$ cat config.mk
export PLATFORM = sky130hd
export DESIGN_NAME = octahedral_vector_encoder
export DESIGN_NICKNAME = d
export VERILOG_FILES = /design/src/rtl/ove_pkg.sv /design/src/rtl/octahedral_vector_encoder.sv /design/src/rtl/ove_prep.sv /design/src/rtl/ove_div_step.sv
export SDC_FILE = /design/constraint.sdc
export NUM_CORES = 2
export LEC_CHECK = 0
export ABC_CLOCK_PERIOD_IN_PS = 47600
export BUFFER_PORTS_ARGS = -buffer_cell sky130_fd_sc_hd__buf_4
export CORE_MARGIN = 8
export CORE_UTILIZATION = 58
export DETAILED_ROUTE_END_ITERATION = 8
export PLACE_DENSITY = 0.77
export SYNTH_ARGS = -nofsm -noshare
export SYNTH_HDL_FRONTEND = slang
export SYNTH_SLANG_ARGS = --single-unit
$ cat constraint.sdc
create_clock -name i_clk -period 47.6 [get_ports i_clk]
set_input_delay 4.76 -clock i_clk [delete_from_list [all_inputs] [get_ports i_clk]]
set_output_delay 4.76 -clock i_clk [all_outputs]
set_load 0.01 [all_outputs]
$ cat src/rtl/ove_pkg.sv
`timescale 1ns / 1ps

package ove_pkg;

    // Component width of the input vector
    localparam int COMP_BITS = 16;

    // Magnitude of one component, and the L1 norm of three of them
    localparam int MAG_W = COMP_BITS;
    localparam int L1_W  = COMP_BITS + 1;

    // SNORM16: quotient is 15 bits, the scale is 2**Q_W - 1
    localparam int Q_W   = 15;
    localparam int ENC_W = Q_W + 1;

    // Dividend 2*scale*num + den, divisor 2*den
    localparam int NUM_W = L1_W + Q_W + 1;
    localparam int DEN_W = L1_W + 1;

    // Pipeline: three setup stages, one stage per quotient bit, one output stage
    localparam int PREP_STAGES = 3;
    localparam int PIPE_DEPTH  = PREP_STAGES + Q_W + 1;

    typedef logic [NUM_W-1:0] t_rem;
    typedef logic [DEN_W-1:0] t_den;
    typedef logic [Q_W-1:0]   t_quo;

    // Per-item control that rides alongside the divider lanes
    typedef struct packed {
        logic tangent;
        logic hneg;
        logic neg_u;
        logic neg_v;
        logic zero;
    } t_side;

endpackage

$ cat src/rtl/octahedral_vector_encoder.sv
`timescale 1ns / 1ps

// Octahedral vector encoder, SNORM16 output.
// Input channel: i_valid / o_ready carry one vector beat (request type, three
// signed components, handedness). Output channel: o_valid / i_ready carry one
// result beat (enc_u, enc_v, zero_vector) per input beat, in order.
// An accepted input beat passes 3 setup stages, 15 divider stages at one
// quotient bit each and 1 output stage before its result reaches the output.
// Throughput: one beat per cycle while the receiver does not stall; the two
// restoring divider lanes are fully pipelined, one stage per quotient bit.
// Reset (synchronous, active low) clears every stage valid bit; the pipeline
// comes out of reset empty with o_ready high.
// When the receiver stalls with a result waiting, the whole pipeline holds and
// o_ready drops; nothing is lost or repeated. Empty slots ahead of the output
// stage are not squeezed out during a stall.
// Zero vectors give zeros and zero_vector = 1, also for tangent requests.
module octahedral_vector_encoder (
    input  logic                                 i_clk,
    input  logic                                 i_rst_n,
    input  logic                                 i_valid,
    output logic                                 o_ready,
    input  logic                                 i_req_type,
    input  logic signed [ove_pkg::COMP_BITS-1:0] i_comp_x,
    input  logic signed [ove_pkg::COMP_BITS-1:0] i_comp_y,
    input  logic signed [ove_pkg::COMP_BITS-1:0] i_comp_z,
    input  logic                                 i_handed_negative,
    output logic                                 o_valid,
    input  logic                                 i_ready,
    output logic signed [ove_pkg::ENC_W-1:0]     o_enc_u,
    output logic signed [ove_pkg::ENC_W-1:0]     o_enc_v,
    output logic                                 o_zero_vector
);

    localparam int QW    = ove_pkg::Q_W;
    localparam int EW    = ove_pkg::ENC_W;
    localparam int DEPTH = ove_pkg::PIPE_DEPTH;
    localparam int LAST_DIV = ove_pkg::PREP_STAGES + QW - 1;

    logic             w_adv;
    logic [DEPTH-1:0] r_vld;

    ove_pkg::t_rem  w_prep_rem_u, w_prep_rem_v;
    ove_pkg::t_den  w_prep_den;
    ove_pkg::t_side w_prep_side;

    ove_pkg::t_rem  w_rem_u [QW+1];
    ove_pkg::t_rem  w_rem_v [QW+1];
    ove_pkg::t_quo  w_quo_u [QW+1];
    ove_pkg::t_quo  w_quo_v [QW+1];
    ove_pkg::t_den  w_den   [QW];
    ove_pkg::t_den  r_den   [QW];
    ove_pkg::t_side r_side  [QW];

    logic [EW-1:0]  w_mag_u, w_mag_v;
    logic [EW-1:0]  n_enc_u, n_enc_v;
    logic           n_zero;
    logic [EW-1:0]  r_enc_u, r_enc_v;
    logic           r_zero;

    // Pipeline moves when the output slot is free or being taken
    assign w_adv   = !r_vld[DEPTH-1] || i_ready;
    assign o_ready = w_adv;
    assign o_valid = r_vld[DEPTH-1];

    // Valid bits travel with the data
    always_ff @(posedge i_clk) begin
        if (!i_rst_n) begin
            r_vld <= '0;
        end else if (w_adv) begin
            r_vld <= {r_vld[DEPTH-2:0], i_valid};
        end
    end

    // Magnitudes, L1 norm, dividend and divisor
    ove_prep u_prep (
        .i_clk             (i_clk),
        .i_en              (w_adv),
        .i_req_type        (i_req_type),
        .i_comp_x          (i_comp_x),
        .i_comp_y          (i_comp_y),
        .i_comp_z          (i_comp_z),
        .i_handed_negative (i_handed_negative),
        .o_rem_u           (w_prep_rem_u),
        .o_rem_v           (w_prep_rem_v),
        .o_den             (w_prep_den),
        .o_side            (w_prep_side)
    );

    assign w_rem_u[0] = w_prep_rem_u;
    assign w_rem_v[0] = w_prep_rem_v;
    assign w_quo_u[0] = '0;
    assign w_quo_v[0] = '0;

    // Divider lanes, one quotient bit per stage
    for (genvar k = 0; k < QW; k++) begin : g_div
        if (k == 0) begin : g_first
            assign w_den[k] = w_prep_den;
            always_ff @(posedge i_clk) begin
                if (w_adv) begin
                    r_side[k] <= w_prep_side;
                end
            end
        end else begin : g_next
            assign w_den[k] = r_den[k-1];
            always_ff @(posedge i_clk) begin
                if (w_adv) begin
                    r_side[k] <= r_side[k-1];
                end
            end
        end

        always_ff @(posedge i_clk) begin
            if (w_adv) begin
                r_den[k] <= w_den[k];
            end
        end

        ove_div_step u_step_u (
            .i_clk (i_clk),
            .i_en  (w_adv),
            .i_rem (w_rem_u[k]),
            .i_quo (w_quo_u[k]),
            .i_den (w_den[k]),
            .o_rem (w_rem_u[k+1]),
            .o_quo (w_quo_u[k+1])
        );

        ove_div_step u_step_v (
            .i_clk (i_clk),
            .i_en  (w_adv),
            .i_rem (w_rem_v[k]),
            .i_quo (w_quo_v[k]),
            .i_den (w_den[k]),
            .o_rem (w_rem_v[k+1]),
            .o_quo (w_quo_v[k+1])
        );
    end

    // Sign, tangent bit and zero-vector override
    always_comb begin
        w_mag_u = {1'b0, w_quo_u[QW]};
        w_mag_v = {1'b0, w_quo_v[QW]};
        n_enc_u = r_side[QW-1].neg_u ? (EW'(0) - w_mag_u) : w_mag_u;
        n_enc_v = r_side[QW-1].neg_v ? (EW'(0) - w_mag_v) : w_mag_v;
        if (r_side[QW-1].tangent) begin
            n_enc_u[0] = r_side[QW-1].hneg;
        end
        n_zero = r_side[QW-1].zero;
        if (n_zero) begin
            n_enc_u = '0;
            n_enc_v = '0;
        end
    end

    always_ff @(posedge i_clk) begin
        if (w_adv) begin
            r_enc_u <= n_enc_u;
            r_enc_v <= n_enc_v;
            r_zero  <= n_zero;
        end
    end

    assign o_enc_u       = r_enc_u;
    assign o_enc_v       = r_enc_v;
    assign o_zero_vector = r_zero;

`ifndef SYNTHESIS
    // Final remainder stays below the divisor: the quotient is complete
    a_rem_bound: assert property (@(posedge i_clk) disable iff (!i_rst_n)
        r_vld[LAST_DIV] && !r_side[QW-1].zero
        |-> (w_rem_u[QW] < ove_pkg::NUM_W'({r_den[QW-1], {QW{1'b0}}}))
         && (w_rem_v[QW] < ove_pkg::NUM_W'({r_den[QW-1], {QW{1'b0}}})))
        else $error("divider remainder out of range");

    // Zero vector forces both coordinates to zero
    a_zero_out: assert property (@(posedge i_clk) disable iff (!i_rst_n)
        o_valid && o_zero_vector |-> (o_enc_u == '0) && (o_enc_v == '0))
        else $error("zero vector with nonzero coordinates");

    // A held result advances the pipeline only when it is taken
    a_hold: assert property (@(posedge i_clk) disable iff (!i_rst_n)
        o_valid && !i_ready |=> o_valid && $stable(r_vld))
        else $error("pipeline moved during output stall");
`endif

endmodule

$ cat src/rtl/ove_prep.sv
`timescale 1ns / 1ps

module ove_prep (
    input  logic                                 i_clk,
    input  logic                                 i_en,
    input  logic                                 i_req_type,
    input  logic signed [ove_pkg::COMP_BITS-1:0] i_comp_x,
    input  logic signed [ove_pkg::COMP_BITS-1:0] i_comp_y,
    input  logic signed [ove_pkg::COMP_BITS-1:0] i_comp_z,
    input  logic                                 i_handed_negative,
    output ove_pkg::t_rem                        o_rem_u,
    output ove_pkg::t_rem                        o_rem_v,
    output ove_pkg::t_den                        o_den,
    output ove_pkg::t_side                       o_side
);

    localparam int MW = ove_pkg::MAG_W;
    localparam int LW = ove_pkg::L1_W;
    localparam int NW = ove_pkg::NUM_W;
    localparam int DW = ove_pkg::DEN_W;
    localparam int QW = ove_pkg::Q_W;
    localparam int CB = ove_pkg::COMP_BITS;

    // Stage 1: magnitudes and signs
    logic [MW-1:0]   r_ax, r_ay, r_az;
    logic            r_zneg1;
    ove_pkg::t_side  r_side1;
    logic [MW-1:0]   n_ax, n_ay, n_az;
    ove_pkg::t_side  n_side1;

    // Stage 2: L1 norm and folded numerators
    logic [LW-1:0]   r_l1, r_num_u, r_num_v;
    ove_pkg::t_side  r_side2;
    logic [LW-1:0]   n_l1, n_num_u, n_num_v;

    // Stage 3: dividend and divisor
    ove_pkg::t_rem   r_rem_u, r_rem_v;
    ove_pkg::t_den   r_den;
    ove_pkg::t_side  r_side3;
    ove_pkg::t_rem   n_rem_u, n_rem_v;
    ove_pkg::t_den   n_den;

    always_comb begin
        n_ax = i_comp_x[CB-1] ? MW'(-i_comp_x) : MW'(i_comp_x);
        n_ay = i_comp_y[CB-1] ? MW'(-i_comp_y) : MW'(i_comp_y);
        n_az = i_comp_z[CB-1] ? MW'(-i_comp_z) : MW'(i_comp_z);
        n_side1.tangent = i_req_type;
        n_side1.hneg    = i_handed_negative;
        n_side1.neg_u   = i_comp_x[CB-1];
        n_side1.neg_v   = i_comp_y[CB-1];
        n_side1.zero    = (i_comp_x == '0) && (i_comp_y == '0) && (i_comp_z == '0);
    end

    // Lower hemisphere: l1 - |y| = |x| + |z|, l1 - |x| = |y| + |z|
    always_comb begin
        n_l1    = LW'(r_ax) + LW'(r_ay) + LW'(r_az);
        n_num_u = r_zneg1 ? (LW'(r_ax) + LW'(r_az)) : LW'(r_ax);
        n_num_v = r_zneg1 ? (LW'(r_ay) + LW'(r_az)) : LW'(r_ay);
    end

    // N = 2*(2**QW - 1)*num + l1, D = 2*l1
    always_comb begin
        n_rem_u = (NW'(r_num_u) << (QW + 1)) - (NW'(r_num_u) << 1) + NW'(r_l1);
        n_rem_v = (NW'(r_num_v) << (QW + 1)) - (NW'(r_num_v) << 1) + NW'(r_l1);
        n_den   = {r_l1, 1'b0};
    end

    always_ff @(posedge i_clk) begin
        if (i_en) begin
            r_ax    <= n_ax;
            r_ay    <= n_ay;
            r_az    <= n_az;
            r_zneg1 <= i_comp_z[CB-1];
            r_side1 <= n_side1;
            r_l1    <= n_l1;
            r_num_u <= n_num_u;
            r_num_v <= n_num_v;
            r_side2 <= r_side1;
            r_rem_u <= n_rem_u;
            r_rem_v <= n_rem_v;
            r_den   <= DW'(n_den);
            r_side3 <= r_side2;
        end
    end

    assign o_rem_u = r_rem_u;
    assign o_rem_v = r_rem_v;
    assign o_den   = r_den;
    assign o_side  = r_side3;

endmodule

$ cat src/rtl/ove_div_step.sv
`timescale 1ns / 1ps

module ove_div_step (
    input  logic          i_clk,
    input  logic          i_en,
    input  ove_pkg::t_rem i_rem,
    input  ove_pkg::t_quo i_quo,
    input  ove_pkg::t_den i_den,
    output ove_pkg::t_rem o_rem,
    output ove_pkg::t_quo o_quo
);

    localparam int NW = ove_pkg::NUM_W;
    localparam int QW = ove_pkg::Q_W;

    ove_pkg::t_rem w_trial;
    ove_pkg::t_rem w_diff;
    logic          w_ge;
    ove_pkg::t_rem n_rem;
    ove_pkg::t_quo n_quo;
    ove_pkg::t_rem r_rem;
    ove_pkg::t_quo r_quo;

    // Restoring step: divisor stays aligned to the top quotient bit,
    // the partial remainder shifts up one place per stage
    always_comb begin
        w_trial = NW'({i_den, {(QW - 1){1'b0}}});
        w_ge    = (i_rem >= w_trial);
        w_diff  = w_ge ? (i_rem - w_trial) : i_rem;
        n_rem   = {w_diff[NW-2:0], 1'b0};
        n_quo   = {i_quo[QW-2:0], w_ge};
    end

    always_ff @(posedge i_clk) begin
        if (i_en) begin
            r_rem <= n_rem;
            r_quo <= n_quo;
        end
    end

    assign o_rem = r_rem;
    assign o_quo = r_quo;

endmodule
* Word level (Yosys, flattened, before mapping)
Memory sizes are Yosys's and may differ from the RTL's. Index checks and enable logic that the tools add are counted.
Operators by class: add/subtract/negate cells 41, magnitude comparators 30, multiplexer cells 38, bitwise logic cells 2, reduce and logical (&&, ||, !) cells 9
Operators with widths (number):
- >= comparator 33 x 32 -> 1 bit | 30
- 2-to-1 mux 32 bit | 28
- subtractor 32 bit | 28
- 2-to-1 mux 15 bit | 5
- adder 33 x 17 -> 33 bit | 2
- subtractor 33 x 18 -> 33 bit | 2
- adder 16 x 16 -> 17 bit | 3
- logical NOT 16 bit | 3
- negator 16 bit | 3
- 2-to-1 mux 16 bit | 2
- subtractor 1 x 15 -> 16 bit (first input constant) | 2
- adder 17 x 16 -> 17 bit | 1
- OR reduction 2 bit | 2
- 2-to-1 mux 1 bit | 3
- logical AND 1 bit | 2
- inverter 1 bit | 2
- logical NOT 1 bit | 1
- logical OR 1 bit | 1
Storage, ports and cells: register bits 1386, memory bits (writable) 345, bits of input ports 54, output and inout bits 35, word-level logic and storage cells 242, memories kept 2
Memories:
- r_den | depth 15, width 18, rd ports 14, clocked after Yosys merged registers in 0, write ports 15, RTL line octahedral_vector_encoder.sv:51 | ove_pkg::t_den r_den [QW];
- r_side | depth 15, width 5, rd ports 15, clocked after Yosys merged registers in 0, write ports 15, RTL line octahedral_vector_encoder.sv:52 | ove_pkg::t_side r_side [QW];

* Logic depth before layout (Yosys ltp)
word-level depth 4, depth in mapped cells 14

* Cells and area by module
Synthesis repeated with hierarchy kept, for this count alone.
Second synthesis, totals: cells, all modules 8940, area, all modules 110731.2 um2
By module, submodules not included:
- ove_div_step at g_div[12].u_step_u ... | instances 17, cells an instance 238, area each 2841.5 um2, seq. area each 1411.4 um2
- ove_div_step at g_div[0].u_step_u ... | instances 13, cells an instance 242, area each 2832.7 um2, seq. area each 1411.4 um2
- ove_prep | instances 1, cells an instance 1186, area each 13289.0 um2, seq. area each 5885.6 um2
- octahedral_vector_encoder | instances 1, cells an instance 562, area each 12311.8 um2, seq. area each 11190.7 um2

* Worst setup path before layout
OpenSTA, ideal clock, no wires.
path type input -> output, start point in i_ready, end point out o_ready, arrival time 44602 ps, setup slack -1762 ps, stages 3, path buffers 1, cells stage by stage nor2b_1 > clkinv_1 > clkbuf_1
Between the ends: cells in the longest elaborated chain, start to end 1
Ends and longest elaborated chain:
- from (decl) | RTL line octahedral_vector_encoder.sv:28 | input logic i_ready,
- logical OR 1 bit | RTL line octahedral_vector_encoder.sv:61 | assign w_adv = !r_vld[DEPTH-1] || i_ready;
- to (decl) | RTL line octahedral_vector_encoder.sv:21 | output logic o_ready,
No other way between the ends.

* Worst setup path after layout
Same ends and word-level chain as after synthesis.

==> impl.org <==
** Clock tree
- Worst-case clock buffer depth :: 3
- Gates resized, CTS repair :: 0
- Number of buffers inserted by post-CTS setup repair :: 0
- In this run, post-CTS hold repair placed 0 buffers.
- CTS HTree Levels :: 4
- CTS buffer count :: 154
- Clock Pin Slew Worst Setup and Hold Paths :: 0.06 ns
- Clock tree from TritonCTS :: done
- Clock latency on the worst-skew pair, taken at its later pin, is 0.81 ns.
- Clock sink count :: 1487
- The tree is rooted in a sky130_fd_sc_hd__clkbuf_16.

** Timing
- Setup violations remaining at the end of the flow were counted as 0.
- Summed over all failing endpoints, the final setup total negative slack is 0 ns.
- Counting I/O delays and the setup requirement, the final critical path takes 10.70 ns.
- Of the available clock period, the critical path in the final layout requires 22.5%.
- Relative slew slack :: 18.8%
- Worst-Margin Slew :: 1.22 ns
- Worst Clk Skew :: roughly 0.054 ns
- Timing would allow up to 0.0935 GHz.
- Setup repair after global routing missed its margin :: false
- Max-slew violations :: 0
- Number of endpoints with negative hold slack in the final report :: 0

** Run status
- The run finished with clean final reports.

** Yosys
- Gate count of the mapped netlist :: 6747
- For this run, the number of Yosys warnings is 0.
- Yosys mapped the design onto 89 distinct sky130hd cell types.
- Biggest area contributors in the synthesized netlist :: sky130_fd_sc_hd__edfxtp_1 54%, sky130_fd_sc_hd__ha_1 10%, sky130_fd_sc_hd__xnor2_1 3.4%, sky130_fd_sc_hd__mux2_2 3.3%, sky130_fd_sc_hd__a21oi_1 2.6%
- The portion of synthesized area spent on multiplexers is 3.98%.
- The synthesized netlist occupies a cell area of 81400 um^2.
- The number of nets handed over by synthesis was 7504.
- Simple-gate area share of the yosys netlist :: 9.38%
- The synthesized netlist devotes 5.61% of its cell area to XOR and XNOR gates.
- Counting flops with an async set or reset pin after synthesis yields a share of 0%.
- FF+latch count, synth :: 1487
- Summing the areas of all fa, ha and maj instances in the mapped netlist gives between 10% and 20% of the synthesized area.
- A synthesized cell averages ~12 um^2.
- Largest family of logic cells by synthesized area :: compound AO/OA/AOI/OAI gates
- Main flop type after synthesis :: sky130_fd_sc_hd__edfxtp_1
- Proportion of netlist area held by the largest area contributor :: roughly 54%
- sky130_fd_sc_hd__edfxtp_1 takes more of the synthesized area than any other cell.
- Counting flops with a built-in enable in the synthesized netlist gives around 1500.
- The synthesized netlist devotes 12.4% of its cell area to compound gates.
- Share of the yosys chip area belonging to registers :: 54.6%

** Layout
- Most common cell after layout, fill and taps aside :: sky130_fd_sc_hd__edfxtp_1
- Of the cells placed in the final design, the portion with a size suffix greater than 1 is 9.44%.
- Final nets :: 7676
- From synthesis to final layout, the design area changed by 10.0%.
- ANT cells :: 0
- Fillcell total :: 10500
- In the layout the commonest cells are 1468 x sky130_fd_sc_hd__edfxtp_1, 652 x sky130_fd_sc_hd__ha_1, 480 x sky130_fd_sc_hd__inv_1.

** Critical path
- STA classifies the critical path startpoint as an input port.
- STA classifies the critical path endpoint as a primary output.
- Max Fanout on Critical Path :: 123
- Startpoint-to-endpoint class of the critical path :: input port to primary output
- At the worst endpoint, the required time is 42.84 ns.
- At the worst endpoint, the arrival time is 5.94 ns.

** Detailed routing
- The first detailed-routing pass took 6 iterations.
- Total number of vias :: 53300
- After detailed routing, the number of remaining DRC violations is 0.
- The detail route stage leaves a number of antenna-violating nets equal to 0.
- Total Routed Length :: approximately 190000 um
- Routed length per placed instance :: 21.0 um
- First-iteration detailed-routing DRC count :: 4200
- Dividing the detail-routed via count by the number of cells gives 5.97.

** Floorplan
- Die area :: approximately 150000 um^2
- Core Area :: 139000 um^2
- Die Ht :: 391 um
- The initialized floorplan defines approximately 140 standard-cell rows.
- Initial standard-cell utilization of the core :: 58.4%
- The die is 391 um wide.
- I/O pin total :: 89

** GRT
- Wire length of the first global-routing pass :: 290000 um
- Antenna violations before repair :: 1
- Congestion Overflow GR :: 0
- Vias in the first global route :: 52100
- Entering global routing, the biggest net connects 183 pins.
- Across every metal layer, demand over resource in global routing totals 24.0%.

** Placed design
- Post-DP HPWL :: ~140000 um
- Port Buf Inserts :: 88
- At the end of routability-driven placement, the weighted congestion stood at 0.963.

** Run
- Count of maximum capacitance violations :: 0

** Min path
- HP Class :: register to register
## layout make-up
cell class | count | area, um^2 | share of cell area, %
well taps | 1876 | 2350 | 2.62
clock buffers | 184 | 3980 | 4.44
repair buffers | 123 | 961 | 1.07
clock inverters | 98 | 1190 | 1.32
flip-flops and latches | 1487 | 44500 | 49.7
inverters | 482 | 1820 | 2.03
multi-input cells | 4671 | 34800 | 38.9
## Yosys cell counts, drive strengths merged, types with 51 or more instances
master  number
edfxtp    1468
ha         652
inv        480
nand2      444
o21ai      427
a21oi      426
nor2       405
xnor2      319
mux2       245
a21o       225
xor2       202
nor3       117
nor2b      104
clkbuf      88
nand3       85
nand2b      78
nand4       70
o21a        67
nor4        57
a31oi       56
fa          51
## worst max-delay path, stage by stage
cell,delay (ns)
sky130_fd_sc_hd__buf_4,0.08
sky130_fd_sc_hd__nor2b_1,0.04
sky130_fd_sc_hd__buf_4,0.20
sky130_fd_sc_hd__inv_8,0.59
sky130_fd_sc_hd__buf_4,0.25
## kinds of logic after synthesis
group                      count (synthesis)
AOI/OAI and AO/OA                       1588
and+or+nand+nor                         1568
DFF                                     1487
adders and majority gates                703
buffers and inverters                    589
xor gates and xnor gates                 521
muxes                                    291
## sequential cells by signal, summed over array words and instances, names as in the netlist, 17 cells and up
| name | flops |
|---|---|
| g_div.u_step_u.o_quo | 120 |
| g_div.u_step_u.o_rem | 351 |
| g_div.u_step_v.o_quo | 120 |
| g_div.u_step_v.o_rem | 349 |
| r_den | 224 |
| r_side | 75 |
| r_vld | 19 |
| u_prep.o_rem_u | 32 |
| u_prep.o_rem_v | 33 |
| u_prep.r_l1 | 17 |
| u_prep.r_num_u | 17 |
| u_prep.r_num_v | 17 |
## per-layer routing
layer  vias to the layer above  global-route usage, %  routed length [um]
li1                      25600                      -                   -
met1                     25800                   30.5               78100
met2                      1537                   41.7               92300
met3                       388                   3.50                9690
met4                         0                   9.33                7640
met5                         -                      0                   0
## metrics by stage
stage                     cells  util (%)  hold slack (ns)  area, um^2  setup WS (ns)
after floorplan            6747         -            0.400       81400          19.49
after global placement     8639      60.5            0.401       84400          36.88
after detailed placement   8639      60.5            0.405       84400          36.88
after CTS                  8921      64.3            0.389       89500          36.87
after global routing       8921      64.3            0.393       89500          36.79
final                      8921      64.3            0.391       89500          36.90
## worst paths after layout
kind                                             start                                    to  slack (ns)  cells past startpoint
setup / recovery                               i_ready                               o_ready       36.90                      5
hold / removal    g_div[8].u_step_u.o_quo[1]$_DFFE_PP_  g_div[9].u_step_u.o_quo[2]$_DFFE_PP_        0.39                      0
setup reg to reg                r_vld[18]$_SDFFE_PN0P_          u_prep.o_rem_u[18]$_DFFE_PP_       42.63                      7
hold reg to reg   g_div[8].u_step_u.o_quo[1]$_DFFE_PP_  g_div[9].u_step_u.o_quo[2]$_DFFE_PP_        0.39                      0
Power is left out: the tool's default activity adds up to more than one toggle a clock period on the data nets, which glitch-free logic cannot reach.
